[src/rtl/core/fpfa_pkg.sv]
package fpfa_pkg;

  // Fixed widths of the item fields
  localparam int unsigned PART_IDX_W = 4;
  localparam int unsigned PART_NUM_W = 5;
  localparam int unsigned CFG_DATA_W = 5;
  localparam int unsigned CFG_IDX_W  = 1;

  // Reset value of the partitions-in-use register
  localparam logic [CFG_DATA_W-1:0] PARTS_IN_USE_RESET = 5'd16;

  typedef enum logic {
    OP_LOAD  = 1'b0,
    OP_ALLOC = 1'b1
  } op_e;

  typedef enum logic [1:0] {
    STRAT_FIRST = 2'd0,
    STRAT_BEST  = 2'd1,
    STRAT_WORST = 2'd2
  } strategy_e;

  typedef enum logic [CFG_IDX_W-1:0] {
    CFG_STRATEGY     = 1'b0,
    CFG_PARTS_IN_USE = 1'b1
  } cfg_reg_e;

  typedef enum logic [1:0] {
    ST_IDLE,
    ST_SCAN,
    ST_TAIL,
    ST_DONE
  } state_e;

  // Commands from the controller to the datapath
  typedef struct packed {
    logic capture;
    logic scan_step;
    logic finish;
  } ctl_cmd_t;

  // Status from the datapath to the controller
  typedef struct packed {
    logic req_alloc;
    logic scan_empty;
    logic scan_last;
    logic out_free;
  } ctl_sts_t;

endpackage

[src/rtl/core/fpfa_req_if.sv]
interface fpfa_req_if #(
  parameter int unsigned SIZE_BITS = 16
);
  import fpfa_pkg::*;

  logic                  valid;
  logic                  ready;
  logic                  operation;
  logic [PART_IDX_W-1:0] part_index;
  logic [SIZE_BITS-1:0]  amount;

  modport source (output valid, operation, part_index, amount, input ready);
  modport sink   (input valid, operation, part_index, amount, output ready);
endinterface

[src/rtl/core/fpfa_rsp_if.sv]
interface fpfa_rsp_if #(
  parameter int unsigned SIZE_BITS = 16
);
  import fpfa_pkg::*;

  logic                  valid;
  logic                  ready;
  logic                  granted;
  logic [PART_NUM_W-1:0] part_number;
  logic [SIZE_BITS-1:0]  remaining_after;

  modport source (output valid, granted, part_number, remaining_after, input ready);
  modport sink   (input valid, granted, part_number, remaining_after, output ready);
endinterface

[src/rtl/core/fpfa_ram.sv]
module fpfa_ram #(
  parameter int unsigned WIDTH = 16,
  parameter int unsigned DEPTH = 16
) (
  input  logic                                      clk_i,
  input  logic                                      we_i,
  input  logic [((DEPTH > 1) ? $clog2(DEPTH) : 1)-1:0] waddr_i,
  input  logic [WIDTH-1:0]                          wdata_i,
  input  logic [((DEPTH > 1) ? $clog2(DEPTH) : 1)-1:0] raddr_i,
  output logic [WIDTH-1:0]                          rdata_o
);

  logic [WIDTH-1:0] mem_q [DEPTH];
  logic [WIDTH-1:0] rdata_q;

  // One write port and one registered read port
  always_ff @(posedge clk_i) begin
    if (we_i) begin
      mem_q[waddr_i] <= wdata_i;
    end
    rdata_q <= mem_q[raddr_i];
  end

  assign rdata_o = rdata_q;

endmodule

[src/rtl/core/fpfa_ctrl.sv]
module fpfa_ctrl
  import fpfa_pkg::*;
(
  input  logic     clk_i,
  input  logic     rst_ni,
  input  logic     req_valid_i,
  output logic     req_ready_o,
  input  ctl_sts_t sts_i,
  output ctl_cmd_t cmd_o
);

  state_e state_q, state_d;

  // State register
  always_ff @(posedge clk_i or negedge rst_ni) begin
    if (!rst_ni) begin
      state_q <= ST_IDLE;
    end else begin
      state_q <= state_d;
    end
  end

  // Next state and commands
  always_comb begin
    state_d     = state_q;
    req_ready_o = 1'b0;
    cmd_o       = '0;
    case (state_q)
      ST_IDLE: begin
        req_ready_o = 1'b1;
        if (req_valid_i) begin
          cmd_o.capture = 1'b1;
          if (sts_i.req_alloc && !sts_i.scan_empty) begin
            state_d = ST_SCAN;
          end else begin
            state_d = ST_DONE;
          end
        end
      end
      ST_SCAN: begin
        cmd_o.scan_step = 1'b1;
        if (sts_i.scan_last) begin
          state_d = ST_TAIL;
        end
      end
      // The last read returns and is compared here.
      ST_TAIL: begin
        state_d = ST_DONE;
      end
      ST_DONE: begin
        if (sts_i.out_free) begin
          cmd_o.finish = 1'b1;
          state_d      = ST_IDLE;
        end
      end
      default: begin
        state_d = ST_IDLE;
      end
    endcase
  end

endmodule

[src/rtl/core/fpfa_dp.sv]
module fpfa_dp
  import fpfa_pkg::*;
#(
  parameter int unsigned NUM_PARTS = 16,
  parameter int unsigned SIZE_BITS = 16
) (
  input  logic                  clk_i,
  input  logic                  rst_ni,
  input  logic                  cfg_we_i,
  input  logic [CFG_IDX_W-1:0]  cfg_idx_i,
  input  logic [CFG_DATA_W-1:0] cfg_data_i,
  input  logic                  operation_i,
  input  logic [PART_IDX_W-1:0] part_index_i,
  input  logic [SIZE_BITS-1:0]  amount_i,
  input  ctl_cmd_t              cmd_i,
  output ctl_sts_t              sts_o,
  input  logic                  rsp_ready_i,
  output logic                  rsp_valid_o,
  output logic                  granted_o,
  output logic [PART_NUM_W-1:0] part_number_o,
  output logic [SIZE_BITS-1:0]  remaining_after_o
);

  localparam int unsigned IDX_W = (NUM_PARTS > 1) ? $clog2(NUM_PARTS) : 1;
  localparam int unsigned CNT_W = $clog2(NUM_PARTS + 1);
  localparam int unsigned LIM_W = (CNT_W > CFG_DATA_W) ? CNT_W : CFG_DATA_W;
  localparam int unsigned SUM_W = IDX_W + 1;

  // Configuration registers
  logic [1:0]            strategy_q;
  logic [CFG_DATA_W-1:0] parts_q;

  // Captured transaction
  logic                  op_q;
  logic [PART_IDX_W-1:0] idx_q;
  logic [SIZE_BITS-1:0]  amt_q;

  // Scan state
  logic [IDX_W-1:0]      cnt_q;
  logic                  cmp_en_q;
  logic [IDX_W-1:0]      cmp_idx_q;
  logic                  found_q;
  logic [IDX_W-1:0]      sel_q;
  logic [SIZE_BITS-1:0]  selv_q;
  logic [NUM_PARTS-1:0]  vld_q;
  logic                  rd_vld_q;

  // Result register
  logic                  out_valid_q;
  logic                  granted_q;
  logic [PART_NUM_W-1:0] pn_q;
  logic [SIZE_BITS-1:0]  rem_q;

  logic [LIM_W-1:0]      parts_ext;
  logic [LIM_W-1:0]      limit;
  logic [SIZE_BITS-1:0]  rd_data;
  logic [SIZE_BITS-1:0]  cur;
  logic                  fits;
  logic                  take;
  logic                  load_ok;
  logic [SIZE_BITS-1:0]  new_rem;
  logic [SUM_W-1:0]      sel_p1;
  logic                  wr_en;
  logic [IDX_W-1:0]      wr_addr;
  logic [SIZE_BITS-1:0]  wr_data;

  // Remainder table; entries never written read as zero via the valid bits.
  fpfa_ram #(
    .WIDTH (SIZE_BITS),
    .DEPTH (NUM_PARTS)
  ) u_ram (
    .clk_i   (clk_i),
    .we_i    (wr_en),
    .waddr_i (wr_addr),
    .wdata_i (wr_data),
    .raddr_i (cnt_q),
    .rdata_o (rd_data)
  );

  // Configuration writes
  always_ff @(posedge clk_i or negedge rst_ni) begin
    if (!rst_ni) begin
      strategy_q <= STRAT_FIRST;
      parts_q    <= PARTS_IN_USE_RESET;
    end else if (cfg_we_i) begin
      case (cfg_idx_i)
        CFG_STRATEGY:     strategy_q <= cfg_data_i[1:0];
        CFG_PARTS_IN_USE: parts_q    <= cfg_data_i;
        default: begin
        end
      endcase
    end
  end

  // Number of entries to scan, limited to the table size
  assign parts_ext = LIM_W'(parts_q);
  assign limit     = (parts_ext > LIM_W'(NUM_PARTS)) ? LIM_W'(NUM_PARTS) : parts_ext;

  assign sts_o.req_alloc  = (operation_i == OP_ALLOC);
  assign sts_o.scan_empty = (limit == '0);
  assign sts_o.scan_last  = ((LIM_W'(cnt_q) + LIM_W'(1)) == limit);
  assign sts_o.out_free   = !out_valid_q || rsp_ready_i;

  // Candidate compare on the entry read in the previous cycle
  assign cur  = rd_vld_q ? rd_data : '0;
  assign fits = (cur >= amt_q);
  always_comb begin
    take = 1'b0;
    if (fits) begin
      if (!found_q) begin
        take = 1'b1;
      end else if (strategy_q == STRAT_BEST) begin
        take = (cur < selv_q);
      end else if (strategy_q == STRAT_WORST) begin
        take = (cur > selv_q);
      end
    end
  end

  // Capture, scan counter and running choice
  always_ff @(posedge clk_i or negedge rst_ni) begin
    if (!rst_ni) begin
      cmp_en_q <= 1'b0;
      found_q  <= 1'b0;
      cnt_q    <= '0;
    end else begin
      cmp_en_q <= cmd_i.scan_step;
      if (cmd_i.capture) begin
        cnt_q   <= '0;
        found_q <= 1'b0;
      end else begin
        if (cmd_i.scan_step) begin
          cnt_q <= cnt_q + IDX_W'(1);
        end
        if (cmp_en_q && take) begin
          found_q <= 1'b1;
        end
      end
    end
  end

  always_ff @(posedge clk_i) begin
    if (cmd_i.capture) begin
      op_q  <= operation_i;
      idx_q <= part_index_i;
      amt_q <= amount_i;
    end
    if (cmd_i.scan_step) begin
      cmp_idx_q <= cnt_q;
    end
    if (cmp_en_q && take) begin
      sel_q  <= cmp_idx_q;
      selv_q <= cur;
    end
  end

  // Valid bit per entry, and the valid bit of the entry being read
  always_ff @(posedge clk_i or negedge rst_ni) begin
    if (!rst_ni) begin
      vld_q    <= '0;
      rd_vld_q <= 1'b0;
    end else begin
      rd_vld_q <= vld_q[cnt_q];
      if (wr_en) begin
        vld_q[wr_addr] <= 1'b1;
      end
    end
  end

  // Write-back of the loaded or reduced entry
  assign load_ok = ({{(32 - PART_IDX_W){1'b0}}, idx_q} < 32'(NUM_PARTS));
  assign new_rem = selv_q - amt_q;
  assign sel_p1  = SUM_W'(sel_q) + SUM_W'(1);

  always_comb begin
    if (op_q == OP_LOAD) begin
      wr_en   = cmd_i.finish && load_ok;
      wr_addr = IDX_W'(idx_q);
      wr_data = amt_q;
    end else begin
      wr_en   = cmd_i.finish && found_q;
      wr_addr = sel_q;
      wr_data = new_rem;
    end
  end

  // Result register; a new transaction may be taken while it waits
  always_ff @(posedge clk_i or negedge rst_ni) begin
    if (!rst_ni) begin
      out_valid_q <= 1'b0;
    end else if (cmd_i.finish) begin
      out_valid_q <= 1'b1;
    end else if (rsp_ready_i) begin
      out_valid_q <= 1'b0;
    end
  end

  always_ff @(posedge clk_i) begin
    if (cmd_i.finish) begin
      if (wr_en) begin
        granted_q <= 1'b1;
        rem_q     <= wr_data;
        if (op_q == OP_LOAD) begin
          pn_q <= PART_NUM_W'(idx_q) + PART_NUM_W'(1);
        end else begin
          pn_q <= PART_NUM_W'(sel_p1);
        end
      end else begin
        granted_q <= 1'b0;
        pn_q      <= '0;
        rem_q     <= '0;
      end
    end
  end

  assign rsp_valid_o       = out_valid_q;
  assign granted_o         = granted_q;
  assign part_number_o     = pn_q;
  assign remaining_after_o = rem_q;

endmodule

[src/rtl/core/fixed_partition_fit_allocator_core.sv]
// Fixed-partition fit allocator. A load transaction sets the free size of one partition;
// an allocate transaction asks for an amount, and the partition picked by the configured
// rule (first, best or worst fit over the partitions in use) is reduced by it and reported
// by its 1-based number, or 0 when nothing fits. Every input transaction gives exactly one
// result transaction. A load goes straight to the result; a request scans the first
// min(parts_in_use, NUM_PARTS) entries of the remainder table, which has a single read
// port and is scanned one entry per cycle, before the chosen entry is written back.
// The table reads as zero after reset with no clearing pass. A finished result waits in
// an output register while the next transaction is taken. Configuration is to be written
// by the user only while the block is idle; the block itself does not enforce this.
module fixed_partition_fit_allocator_core
  import fpfa_pkg::*;
#(
  parameter int unsigned NUM_PARTS = 16,
  parameter int unsigned SIZE_BITS = 16
) (
  input  logic                  clk_i,
  input  logic                  rst_ni,
  input  logic                  cfg_we_i,
  input  logic [CFG_IDX_W-1:0]  cfg_idx_i,
  input  logic [CFG_DATA_W-1:0] cfg_data_i,
  fpfa_req_if.sink              req_i,
  fpfa_rsp_if.source            rsp_o
);

  ctl_cmd_t cmd;
  ctl_sts_t sts;

  // Sequencer
  fpfa_ctrl u_ctrl (
    .clk_i       (clk_i),
    .rst_ni      (rst_ni),
    .req_valid_i (req_i.valid),
    .req_ready_o (req_i.ready),
    .sts_i       (sts),
    .cmd_o       (cmd)
  );

  // Table, compare logic and result register
  fpfa_dp #(
    .NUM_PARTS (NUM_PARTS),
    .SIZE_BITS (SIZE_BITS)
  ) u_dp (
    .clk_i             (clk_i),
    .rst_ni            (rst_ni),
    .cfg_we_i          (cfg_we_i),
    .cfg_idx_i         (cfg_idx_i),
    .cfg_data_i        (cfg_data_i),
    .operation_i       (req_i.operation),
    .part_index_i      (req_i.part_index),
    .amount_i          (req_i.amount),
    .cmd_i             (cmd),
    .sts_o             (sts),
    .rsp_ready_i       (rsp_o.ready),
    .rsp_valid_o       (rsp_o.valid),
    .granted_o         (rsp_o.granted),
    .part_number_o     (rsp_o.part_number),
    .remaining_after_o (rsp_o.remaining_after)
  );

endmodule

[src/flat_wrapper.sv]
// flat-port wrapper written by rule: the top's interface ports become plain ports
module fixed_partition_fit_allocator_core_flat import fpfa_pkg::*;
#(
  parameter int unsigned NUM_PARTS = 16,
  parameter int unsigned SIZE_BITS = 16
)
  (clk_i, rst_ni, cfg_we_i, cfg_idx_i, cfg_data_i, req_i_valid, req_i_operation, req_i_part_index, req_i_amount, req_i_ready, rsp_o_valid, rsp_o_granted, rsp_o_part_number, rsp_o_remaining_after, rsp_o_ready);
  fpfa_req_if #(.SIZE_BITS(SIZE_BITS)) req_i_i ();
  fpfa_rsp_if #(.SIZE_BITS(SIZE_BITS)) rsp_o_i ();
  input  logic clk_i;
  input  logic rst_ni;
  input  logic cfg_we_i;
  input  logic [CFG_IDX_W-1:0] cfg_idx_i;
  input  logic [CFG_DATA_W-1:0] cfg_data_i;
  input wire logic [$bits(req_i_i.valid)-1:0] req_i_valid;
  input wire logic [$bits(req_i_i.operation)-1:0] req_i_operation;
  input wire logic [$bits(req_i_i.part_index)-1:0] req_i_part_index;
  input wire logic [$bits(req_i_i.amount)-1:0] req_i_amount;
  output wire logic [$bits(req_i_i.ready)-1:0] req_i_ready;
  output wire logic [$bits(rsp_o_i.valid)-1:0] rsp_o_valid;
  output wire logic [$bits(rsp_o_i.granted)-1:0] rsp_o_granted;
  output wire logic [$bits(rsp_o_i.part_number)-1:0] rsp_o_part_number;
  output wire logic [$bits(rsp_o_i.remaining_after)-1:0] rsp_o_remaining_after;
  input wire logic [$bits(rsp_o_i.ready)-1:0] rsp_o_ready;
  assign req_i_i.valid = req_i_valid;
  assign req_i_i.operation = req_i_operation;
  assign req_i_i.part_index = req_i_part_index;
  assign req_i_i.amount = req_i_amount;
  assign req_i_ready = req_i_i.ready;
  assign rsp_o_valid = rsp_o_i.valid;
  assign rsp_o_granted = rsp_o_i.granted;
  assign rsp_o_part_number = rsp_o_i.part_number;
  assign rsp_o_remaining_after = rsp_o_i.remaining_after;
  assign rsp_o_i.ready = rsp_o_ready;
  fixed_partition_fit_allocator_core #(.NUM_PARTS(NUM_PARTS), .SIZE_BITS(SIZE_BITS)) u_core (.clk_i(clk_i), .rst_ni(rst_ni), .cfg_we_i(cfg_we_i), .cfg_idx_i(cfg_idx_i), .cfg_data_i(cfg_data_i), .req_i(req_i_i), .rsp_o(rsp_o_i));
endmodule
[config.mk]
export PLATFORM = sky130hd
export DESIGN_NAME = fixed_partition_fit_allocator_core_flat
export DESIGN_NICKNAME = d
export VERILOG_FILES = /design/src/rtl/core/fpfa_pkg.sv /design/src/rtl/core/fpfa_req_if.sv /design/src/rtl/core/fpfa_rsp_if.sv /design/src/rtl/core/fpfa_ram.sv /design/src/rtl/core/fpfa_ctrl.sv /design/src/rtl/core/fpfa_dp.sv /design/src/rtl/core/fixed_partition_fit_allocator_core.sv /design/src/flat_wrapper.sv
export SDC_FILE = /design/constraint.sdc
export NUM_CORES = 1
export LEC_CHECK = 0
export BUFFER_PORTS_ARGS = -buffer_cell sky130_fd_sc_hd__buf_2
export CAP_MARGIN = 5
export CORE_MARGIN = 2
export CORE_UTILIZATION = 40
export DETAILED_ROUTE_END_ITERATION = 6
export PLACE_DENSITY = 0.65
export SKIP_CTS_REPAIR_TIMING = 1
export SYNTH_ARGS = -nofsm -noshare
export SYNTH_HDL_FRONTEND = slang
export SYNTH_SLANG_ARGS = --single-unit
[constraint.sdc]
create_clock -name clk_i -period 10.2 [get_ports clk_i]
set_input_delay 0.51 -clock clk_i [delete_from_list [all_inputs] [get_ports clk_i]]
set_output_delay 0.51 -clock clk_i [all_outputs]
set_load 0.005 [all_outputs]
==> results.ini, run 1 <==
[clock_network]
h-tree-depth=2
clockRootBuffer=clkbuf_16
cts_buffer_depth=3
clock_sinks=372
cts_tree=built
path_clk_slew_ns=0.06
clock_latency_ns=0.53
cts_made_buffers=39

[worst_setup_path]
cp-end-kind=flop
critPathKind=reg -> reg
cp_top_family=compound AO/OA/AOI/OAI gates
r2r_start=u_core.u_dp.rd_vld_q
arrival_ns=3.60
cp_slowest_cell=a21oi_2
r2r_end=u_core.u_dp.selv_q[0]
crit_chain=and2_1 > ha_1 > nand4_1 > nor3_1 > o2111ai_1 > o21ai_0 > mux2i_1 > a21oi_2
reg2reg_depth=8
cp-start-kind=flop
crit_required_ns=10.34
r2r_slack_ns=6.74
critPathMaxStageDelay_ns=0.86
path_buf_inv=0
crit_path_max_fanout=20

[sta]
relSlewSlack=0.2094
setup_viol=0
rsz0062_at_grt=no
maxSlewViolCount=0
tns_ns=0
hold_viol=0
max_freq_ghz=0.2892
min_period_ns=3.457
fin_skew_ns=0.009742
min_period_over_period=0.3389
worst_pin_slew_ns=1.186

[power_and_ir_drop]
peakVddDrop_v=0.0001391
power.density_mw_per_mm2=269.0
power.leakage_nw=6.601
power_mw=4.881

[placed_design]
gp_congestion=0.8620
detailed_place.area_mm2=0.01687
port_buffers=55
dp_hpwl_um=23280

[die]
rows=73
core_area_mm2=0.03955
die_y_um=203.6
initial_core_util=0.4030
die-area_mm2=0.04145
io_pins=56
die-width_um=203.6

[route]
wirelength_um=34920
vias=8870
wl_per_cell_um=20.99
drtPass1Iterations=4
ant_nets=0
drc_errors=0
drt_iter0_drc=714
vias_per_cell=5.331

[global_route]
grt_max_degree=49
track_usage=0.1716
gr-total-overflow=0
grt_pass1_vias=8856
grt_pass1_wl_um=53740
antenna_found_initial=0

[flow_run]
maxCapViolations=0

[synthesis]
syn_area_per_cell_um2=15.37
ys_ff_latch=372
synth_cell_types=61
synth_flop_cell=edfxtp_1
ys_warn_count=0
synthArstFlopShare=0.08871
synthCells=1037
syn-cell-area_mm2=0.01594
synthesis.nets=1123
synth_edf_count=323
yosysSeqAreaShare=0.6806

[cells_and_area]
layout_common_cells=323 x edfxtp_1, 67 x nand2_1, 65 x mux2i_1
final_common_cell=edfxtp_1
area_growth_pct=13.83
final_area_mm2=0.01814
diodes=0
layout-drive-gt1-share=0.2063
finalNetCount=1196
fin_util=0.4587

[run_status]
status=finished clean

[worst_hold_path]
hold_class=in -> async

[layer usage]
metal	track usage	up-vias	part of all wire
li1	-	4121	-
met1	0.2543	4433	0.46
met2	0.2589	278	0.45
met3	0.03851	38	0.073
met4	0.03780	0	0.015
met5	0	-	0
[logic make-up (layout without fill, tap and decap cells)]
logic type               Yosys count  count (layout)  share of synthesized area
AO/OA/AOI/OAI                    172             172                    0.06972
XOR/XNOR                          17              17                   0.009343
flip-flops                       372             372                     0.6806
AND/OR/NAND/NOR                  209             209                    0.06571
adder cells (fa/ha/maj)           54              54                    0.04287
multiplexers                     126             126                     0.1080
buffers and inverters             87             189                    0.02371
[synthesized netlist by cell type (17+ instances only)]
cell | instances | area [um^2]
a21oi_1 | 39 | 195.2
a221oi_1 | 18 | 157.7
a22oi_1 | 17 | 127.6
and2_1 | 23 | 143.9
clkbuf_1 | 18 | 67.56
dfrtp_1 | 32 | 800.8
edfxtp_1 | 323 | 9699
ha_1 | 53 | 663.1
inv_1 | 47 | 176.4
mux2_2 | 21 | 236.5
mux2i_1 | 69 | 690.7
mux4_2 | 34 | 765.7
nand2_1 | 67 | 251.5
nor2_1 | 35 | 131.4
o21ai_0 | 50 | 250.2
[through the flow]
stage                     hold WS, ns  worst slack (ns)  std cells
after floorplan                0.2144             6.818       1037
after global placement         0.4025             6.636       1594
after detailed placement       0.4056             6.536       1594
after CTS                      0.1093             6.683       1664
after global routing           0.1365             6.403       1664
final                         0.08533             6.743       1664
[power breakdown]
| part | switching [mW] | internal [mW] | total, mW |
|---|---|---|---|
| clock | 0.570 | 0.838 | 1.41 |
| combinational | 0.878 | 0.544 | 1.42 |
| sequential | 0.0924 | 1.96 | 2.05 |
| total | 1.54 | 3.34 | 4.88 |
[worst reg2reg max path: stages (launching register included)]
cell and delay (ns):
dfrtp_1 0.56, and2_1 0.29, ha_1 0.32, nand4_1 0.12, nor3_1 0.39, o2111ai_1 0.16
o21ai_0 0.23, mux2i_1 0.13, a21oi_2 0.86
[how the worst max path moves through the flow]
stage                                                  to  slack (ns)                startpoint  cells after the start
after floorplan            u_core.u_dp.u_ram.mem_q[14][0]        6.82               rsp_o_ready                      7
after global placement    u_core.u_dp.u_ram.mem_q[12][13]        6.64               rsp_o_ready                      9
after detailed placement  u_core.u_dp.u_ram.mem_q[13][13]        6.54               rsp_o_ready                      9
after CTS                 u_core.u_dp.u_ram.mem_q[13][13]        6.68  u_core.u_ctrl.state_q[1]                      8
after global routing      u_core.u_dp.u_ram.mem_q[15][11]        6.40  u_core.u_ctrl.state_q[1]                      8
final                               u_core.u_dp.selv_q[0]        6.74      u_core.u_dp.rd_vld_q                      8
[cell type report]
class                           count  area (um^2)
Multi-Input combinational cell    578         4787
Timing Repair Buffer               72        402.9
Clock inverter                     18        201.4
Inverter                           47        176.4
Tap cell                          525        656.9
Fill cell                        3412        21410
Sequential cell                   372        10850
Clock buffer                       52         1066
[registers in the layout, summed over array words and instances, names as in the netlist, 5 cells and up]
| register | count |
|---|---|
| u_core.u_dp.selv_q | 16 |
| u_core.u_dp.u_ram.mem_q | 256 |
| u_core.u_dp.amt_q | 16 |
| u_core.u_dp.parts_ext | 5 |
| u_core.u_dp.remaining_after_o | 16 |
| u_core.u_dp.vld_q | 16 |
| u_core.u_dp.part_number_o | 5 |
| u_core.u_dp.u_ram.rdata_o | 16 |
Note: power is estimated with default switching activity, not from simulation.
==> run 2, diff against run 1 <==
- ABC_AREA: not set -> 1
- clock period: 10.2 -> 3.4 ns (I/O delays scaled with it)
==> run 2 against run 1 <==
  * The flow now finishes with violations (hold timing)
  * Power increased to 3.0 times the previous value
  * Hold slack got worse by 0.10 ns
  * Clock power increased to 3.2 times the previous value
  * Global-route usage increased by 2.0 points
  * Critical path depth increased by 4
  * Largest power group unchanged
  * Sequential cell count unchanged
  * Highest routed layer unchanged
==> results.ini, run 2 <==
[run_status]
status=finished with violations
violations=hold timing

[worst_setup_path]
cp-start-kind=flop
arrival_ns=3.15  ; -0.45 ns
crit_required_ns=3.56  ; -6.78 ns
cp-end-kind=flop
r2r_start=u_core.u_dp.amt_q[0]
critPathKind=reg -> reg
cp_slowest_cell=edfxtp_1
crit_path_max_fanout=16  ; -20%
r2r_end=u_core.u_dp.u_ram.mem_q[15][14]
critPathMaxStageDelay_ns=0.42  ; -0.44 ns
crit_chain=ha_1 > fa_1 > inv_1 > nand3_1 > nand2_1 > a21boi_0 > inv_1 > nand2_1 > nand3_1 > nand3_1 > o21ai_0 > inv_1
startpoint=u_core.u_dp.amt_q[0]
reg2reg_depth=12  ; +4
r2r_slack_ns=0.41  ; -6.33 ns
critical_path.endpoint=u_core.u_dp.u_ram.mem_q[15][14]

[sta]
max_freq_ghz=0.3349  ; +16%
worst_slack_ns=0.4143  ; -6.328 ns
tns_ns=0  ; unchanged
fin_skew_ns=0.01438  ; +0.004640 ns
worst_pin_slew_ns=0.9878  ; -0.1980 ns
rsz0062_at_grt=no
setup_viol=0  ; unchanged
min_period_ns=2.986  ; -0.4716 ns
hold_viol=2  ; +2
min_period_over_period=0.8781  ; +0.5392
holdWs_ns=-0.01772  ; -0.1031 ns
relSlewSlack=0.3407  ; +0.1313
maxSlewViolCount=0  ; unchanged

[power_and_ir_drop]
power.leakage_nw=7.206  ; +9.2%
sw_frac_of_total=0.3319  ; +0.01628
seqPwrFrac=0.416  ; -0.004
power.density_mw_per_mm2=794.8  ; +200%
intPower_mw=9.855  ; +200%
p_comb_frac=0.274  ; -0.017
p_switching_mw=4.895  ; +220%
peakVddDrop_v=0.0004465  ; +220%
clockPowerShare=0.310  ; +0.022

[synthesis]
synth_fa_ha_area_frac=0.04305  ; +0.0001825
yosysSeqAreaShare=0.6835  ; +0.002898
syn-cell-area_mm2=0.01587  ; -0.42%
synth_edf_count=323  ; unchanged
synth_flop_cell=edfxtp_1
synth_commonest_cells=323 x edfxtp_1, 228 x nand2_1, 132 x o21ai_0
synth_compound_area_frac=0.1046  ; +0.03491
synthArstFlopShare=0.08871  ; unchanged
synth_top_area_share=0.6112  ; +0.002591
synthCells=1357  ; +31%
ys_ff_latch=372  ; unchanged
synthesis.nets=1443  ; +28%
syn_area_per_cell_um2=11.69  ; -24%
synthMuxAreaShare=0  ; -0.1080
ys_warn_count=0  ; unchanged
synth_top_family_by_area=simple AND/OR/NAND/NOR gates
synthXorXnorAreaFrac=0.008279  ; -0.001064
yosysTopAreaCell=edfxtp_1
synth_cell_types=41  ; -33%
synth_simple_gate_area_frac=0.1176  ; +0.05184
synth_most_common_cell=edfxtp_1
synth_area_leaders=edfxtp_1 61%, nand2_1 5.4%, dfrtp_1 5.0%

[global_route]
grt_max_degree=120  ; +140%
grt_pass1_wl_um=60440  ; +12%
grt_pass1_vias=10290  ; +16%
gr-total-overflow=0  ; unchanged
antenna_found_initial=0  ; unchanged
track_usage=0.1920  ; +0.02039

[clock_network]
h-tree-depth=2  ; unchanged
cts_buffer_depth=3  ; unchanged
cts_tree=built
clockRootBuffer=clkbuf_16
clock_sinks=372  ; unchanged
clock_latency_ns=0.53  ; about the same
cts_made_buffers=40  ; +2.6%
path_clk_slew_ns=0.06  ; about the same

[route]
drc_errors=0  ; unchanged
drt_iter0_drc=1051  ; +47%
drtPass1Iterations=5  ; +1
vias=10720  ; +21%
wirelength_um=39810  ; +14%
ant_nets=0  ; unchanged
wl_per_cell_um=19.81  ; -5.6%
vias_per_cell=5.332  ; about the same

[die]
die-width_um=203.2  ; -0.21%
initial_core_util=0.4078  ; +0.004806
rows=72  ; -1.4%
die-area_mm2=0.04128  ; -0.41%
die_y_um=203.2  ; -0.21%
core_area_mm2=0.03892  ; -1.6%
io_pins=56  ; unchanged

[cells_and_area]
layout_common_cells=323 x edfxtp_1, 228 x nand2_1, 132 x o21ai_0
final_common_cell=edfxtp_1
area_growth_pct=16.95
fill_cells=3473  ; +1.8%
final_area_mm2=0.01856  ; +2.3%
diodes=0  ; unchanged
layout-drive-gt1-share=0.1233  ; -0.08300
regMostFlops=u_core.u_dp.u_ram.mem_q
largest_reg_flops=256  ; unchanged
finalNetCount=1546  ; +29%

[placed_design]
gp_congestion=0.8834  ; +2.5%
dp_hpwl_um=24580  ; +5.6%
dp_slack_ns=0.4374  ; -6.099 ns
port_buffers=55  ; unchanged
detailed_place.area_mm2=0.01688  ; about the same

[flow_run]
maxCapViolations=0  ; unchanged

[worst_hold_path]
hold_class=in -> reg

run 2: cell count changes after synthesis, moves of 12 or more:
cell / delta
nand2_1: +161
nor2_1: +89
o21ai_0: +82
mux2i_1: -69
inv_1: +65
nand3_1: +49
a21oi_1: +48
mux4_2: -34
o22ai_1: +24
and2_1: -21
mux2_2: -21
a22oi_1: -17
nand2b_1: -14
clkbuf_1: +12
run 2: layout make-up:
class                      instances  area (um^2)  share of cell area
multi-input combinational        812         4378              0.2359
sequential                       372        10850              0.5846
clock buffer                      54         1127             0.06074
clock inverter                    20        266.5             0.01436
inverter                         117        440.4             0.02373
tap                              518        648.1             0.03492
timing repair buffer             117        848.3             0.04571
run 2: worst min path at each step:
stage                        start                        end  slack [ns]  cells after the start
after floorplan             rst_ni   u_core.u_ctrl.state_q[0]       -0.13                      0
after global placement      rst_ni       u_core.u_dp.cmp_en_q        0.28                      1
after detailed placement    rst_ni  u_core.u_dp.strategy_q[1]        0.29                      1
after CTS                   rst_ni  u_core.u_dp.strategy_q[1]       -0.27                      1
after global routing      cfg_we_i  u_core.u_dp.strategy_q[0]      -0.002                      3
final                     cfg_we_i  u_core.u_dp.strategy_q[0]       -0.02                      3
run 2: kinds of logic (layout without fill, tap and decap cells):
family                     Yosys count  count (layout)
DFF                                372             372
and+or+nand+nor                    451             451
adders and majority gates           54              54
buffers and inverters              173             308
xor gates and xnor gates            15              15
AOI/OAI and AO/OA                  292             292
run 2: power by group through the flow:
| stage | clock network (mW) | registers (mW) | logic (mW) |
|---|---|---|---|
| 6_report | 4.57 | 6.14 | 4.04 |
| 5_1_grt | 4.82 | 6.20 | 4.55 |
| 4_1_cts | 4.63 | 6.14 | 4.01 |
| 3_5_place_dp | 0 | 6.23 | 3.99 |
| 3_3_place_gp | 0 | 6.23 | 3.92 |
| 2_1_floorplan | 0 | 6.10 | 2.69 |
run 2: critical path: cells and delay by family (launching register included):
family	cells	cell delay (ns)
buf+inv	3	0.62
fa+ha+maj	2	0.62
flops	1	0.42
compound gates	2	0.51
simple gates	5	0.45
run 2: routing by layer:
| metal | global-route usage | wire, um | up-vias |
|---|---|---|---|
| li1 | - | - | 5033 |
| met1 | 0.2777 | 17900 | 5248 |
| met2 | 0.3083 | 18510 | 377 |
| met3 | 0.02445 | 2572 | 60 |
| met4 | 0.04849 | 819 | 0 |
| met5 | 0 | 0 | - |
run 2: stage by stage:
step,power [mW],utilization,instances
after detailed placement,10.23,0.4339,1908
after floorplan,8.784,-,1357
after CTS,14.78,0.4697,1982
after global routing,15.57,0.4769,2010
final,14.75,0.4769,2010
after global placement,10.14,0.4339,1908
==> run 3, diff against run 2 <==
- ABC_AREA: 1 -> 0
- CORE_MARGIN: 2 -> 4
==> run 3 against run 2 <==
  * The flow still finishes with violations (hold timing)
  * Power hardly changed
  * Cell count is 15% lower
  * Via count is 15% lower
  * Setup slack worse by 0.0036 ns
  * Sequential share of layout area is 0.43 points lower
  * Combinational power is 4% higher
  * Die area is 4.4% higher
  * Non-clock buffer count is 9 higher
  * Fmax is 0.12% lower
  * Clock power is 3% lower
  * Critical endpoint is now u_core.u_dp.u_ram.mem_q[13][14]
==> results.ini, run 3 (synthesis results as in run 1) <==
[worst_setup_path]
cp-end-kind=flop
arrival_ns=3.13  ; -0.02 ns
cp_slowest_cell=edfxtp_1
crit_required_ns=3.54  ; -0.02 ns
critPathMaxStageDelay_ns=0.42  ; about the same
cp_top_family=compound AO/OA/AOI/OAI gates
crit_chain=ha_1 > fa_1 > nand2b_1 > a21oi_2 > o211ai_2 > a211oi_1 > mux2i_1 > nand2_1
r2r_end=u_core.u_dp.u_ram.mem_q[13][14]
crit_path_max_fanout=16  ; unchanged
r2r_slack_ns=0.41  ; about the same
critPathKind=reg -> reg
cp-start-kind=flop
reg2reg_depth=8  ; -4
r2r_start=u_core.u_dp.amt_q[0]
path_buf_inv=0  ; -3

[worst_hold_path]
whs_endpoint=u_core.u_dp.strategy_q[0]
hold_class=in -> reg
hp-start=cfg_idx_i
whs_path_depth=3  ; unchanged

[clock_network]
clockRootBuffer=clkbuf_16
clock_latency_ns=0.54  ; about the same
clock_sinks=372  ; unchanged
cts_tree=built
cts_buffer_depth=3  ; unchanged
path_clk_slew_ns=0.06  ; about the same
cts_made_buffers=39  ; -2.5%
h-tree-depth=2  ; unchanged

[global_route]
grt_max_degree=40  ; -67%
gr-total-overflow=0  ; unchanged
grt_pass1_vias=9092  ; -12%
antenna_found_initial=0  ; unchanged
grt_pass1_wl_um=54490  ; -9.8%
track_usage=0.1635  ; -0.02855

[route]
wl_per_cell_um=21.13  ; +6.7%
ant_nets=0  ; unchanged
drtPass1Iterations=4  ; -1
drc_errors=0  ; unchanged
wirelength_um=36190  ; -9.1%
vias_per_cell=5.298  ; -0.64%
drt_iter0_drc=692  ; -34%
vias=9076  ; -15%

[placed_design]
port_buffers=55  ; unchanged
gp_congestion=0.8510  ; -3.7%
detailed_place.area_mm2=0.01705  ; +1.0%
dp_cells=1613  ; -15%
dp_hpwl_um=22260  ; -9.4%
dp_slack_ns=0.4340  ; -0.003430 ns

[die]
rows=72  ; unchanged
core_area_mm2=0.03901  ; +0.23%
initial_core_util=0.4086  ; +0.0007904
die_y_um=207.6  ; +2.2%
die-area_mm2=0.04310  ; +4.4%
die-width_um=207.6  ; +2.2%
io_pins=56  ; unchanged

[sta]
fin_skew_ns=0.02490  ; +0.01051 ns
hold_viol=1  ; -1
worst_pin_slew_ns=0.9874  ; -0.0004303 ns
holdWs_ns=-0.01901  ; -0.001294 ns
setup_viol=0  ; unchanged
rsz0062_at_grt=no
worst_slack_ns=0.4107  ; -0.003561 ns
relSlewSlack=0.3229  ; -0.01782
tns_ns=0  ; unchanged
maxSlewViolCount=0  ; unchanged
max_freq_ghz=0.3345  ; -0.12%
min_period_ns=2.989  ; +0.003561 ns
min_period_over_period=0.8792  ; +0.001047

[power_and_ir_drop]
power.leakage_nw=6.898  ; -4.3%
peakVddDrop_v=0.0003387  ; -24%
power.density_mw_per_mm2=789.1  ; -0.72%

[cells_and_area]
layout-drive-gt1-share=0.2186  ; +0.09527
area_growth_pct=17.33
final_common_cell=edfxtp_1
layout_common_cells=323 x edfxtp_1, 68 x mux2i_1, 67 x nand2_1
fin_util=0.4793  ; +0.002459
final_area_mm2=0.01870  ; +0.75%
finalNetCount=1250  ; -19%
final_cells=1713  ; -15%
largest_reg_flops=256  ; unchanged
regMostFlops=u_core.u_dp.u_ram.mem_q

[run_status]
violations=hold timing
status=finished with violations

[flow_run]
maxCapViolations=0  ; unchanged

## run 3: metal layers
| metal | routed length (um) | track usage | share of wire | up-vias |
|---|---|---|---|---|
| met5 | 0 | 0 | 0 | - |
| met2 | 17700 | 0.2745 | 0.49 | 242 |
| met3 | 1965 | 0.03249 | 0.054 | 53 |
| met1 | 15850 | 0.2196 | 0.44 | 4561 |
| li1 | - | - | - | 4220 |
| met4 | 677 | 0.04286 | 0.019 | 0 |
## run 3: worst max-delay path by stage
stage                                                 end  cells past startpoint                  from
after floorplan                      u_core.u_dp.sel_q[0]                     10  u_core.u_dp.rd_vld_q
after global placement    u_core.u_dp.u_ram.mem_q[14][14]                      8  u_core.u_dp.amt_q[0]
after detailed placement  u_core.u_dp.u_ram.mem_q[12][14]                      8  u_core.u_dp.amt_q[0]
after CTS                 u_core.u_dp.u_ram.mem_q[12][14]                      8  u_core.u_dp.amt_q[0]
after global routing                u_core.u_dp.selv_q[6]                     10  u_core.u_dp.rd_vld_q
final                     u_core.u_dp.u_ram.mem_q[13][14]                      8  u_core.u_dp.amt_q[0]
## run 3: worst register-to-register path: stages (launching register included)
cell	delay [ns]
edfxtp_1	0.42
ha_1	0.25
fa_1	0.38
nand2b_1	0.20
a21oi_2	0.22
o211ai_2	0.16
a211oi_1	0.29
mux2i_1	0.31
nand2_1	0.37
## run 3: metrics by stage
stage	power (mW)	hold slack, ns
finish	14.75	-0.01901
global route	15.52	0.03234
CTS	14.84	-0.2448
detailed placement	10.40	0.3161
global placement	10.33	0.2994
floorplan	9.090	-0.1256
## run 3: where the power goes
group          internal (mW)  switching, mW  leakage [nW]
combinational           1.70           2.49          2.77
sequential              5.87          0.270          3.47
clock                   2.71           1.71         0.657
total                   10.3           4.47          6.90
## run 3: cell type report
type	instances	area, um^2
Fill cell	3309	20310
Sequential cell	372	10850
Multi-Input combinational cell	578	4772
Clock buffer	56	1132
Timing Repair Buffer	126	890.9
Tap cell	518	648.1
Clock inverter	15	225.2
Inverter	47	176.4
Antenna cell	1	2.502
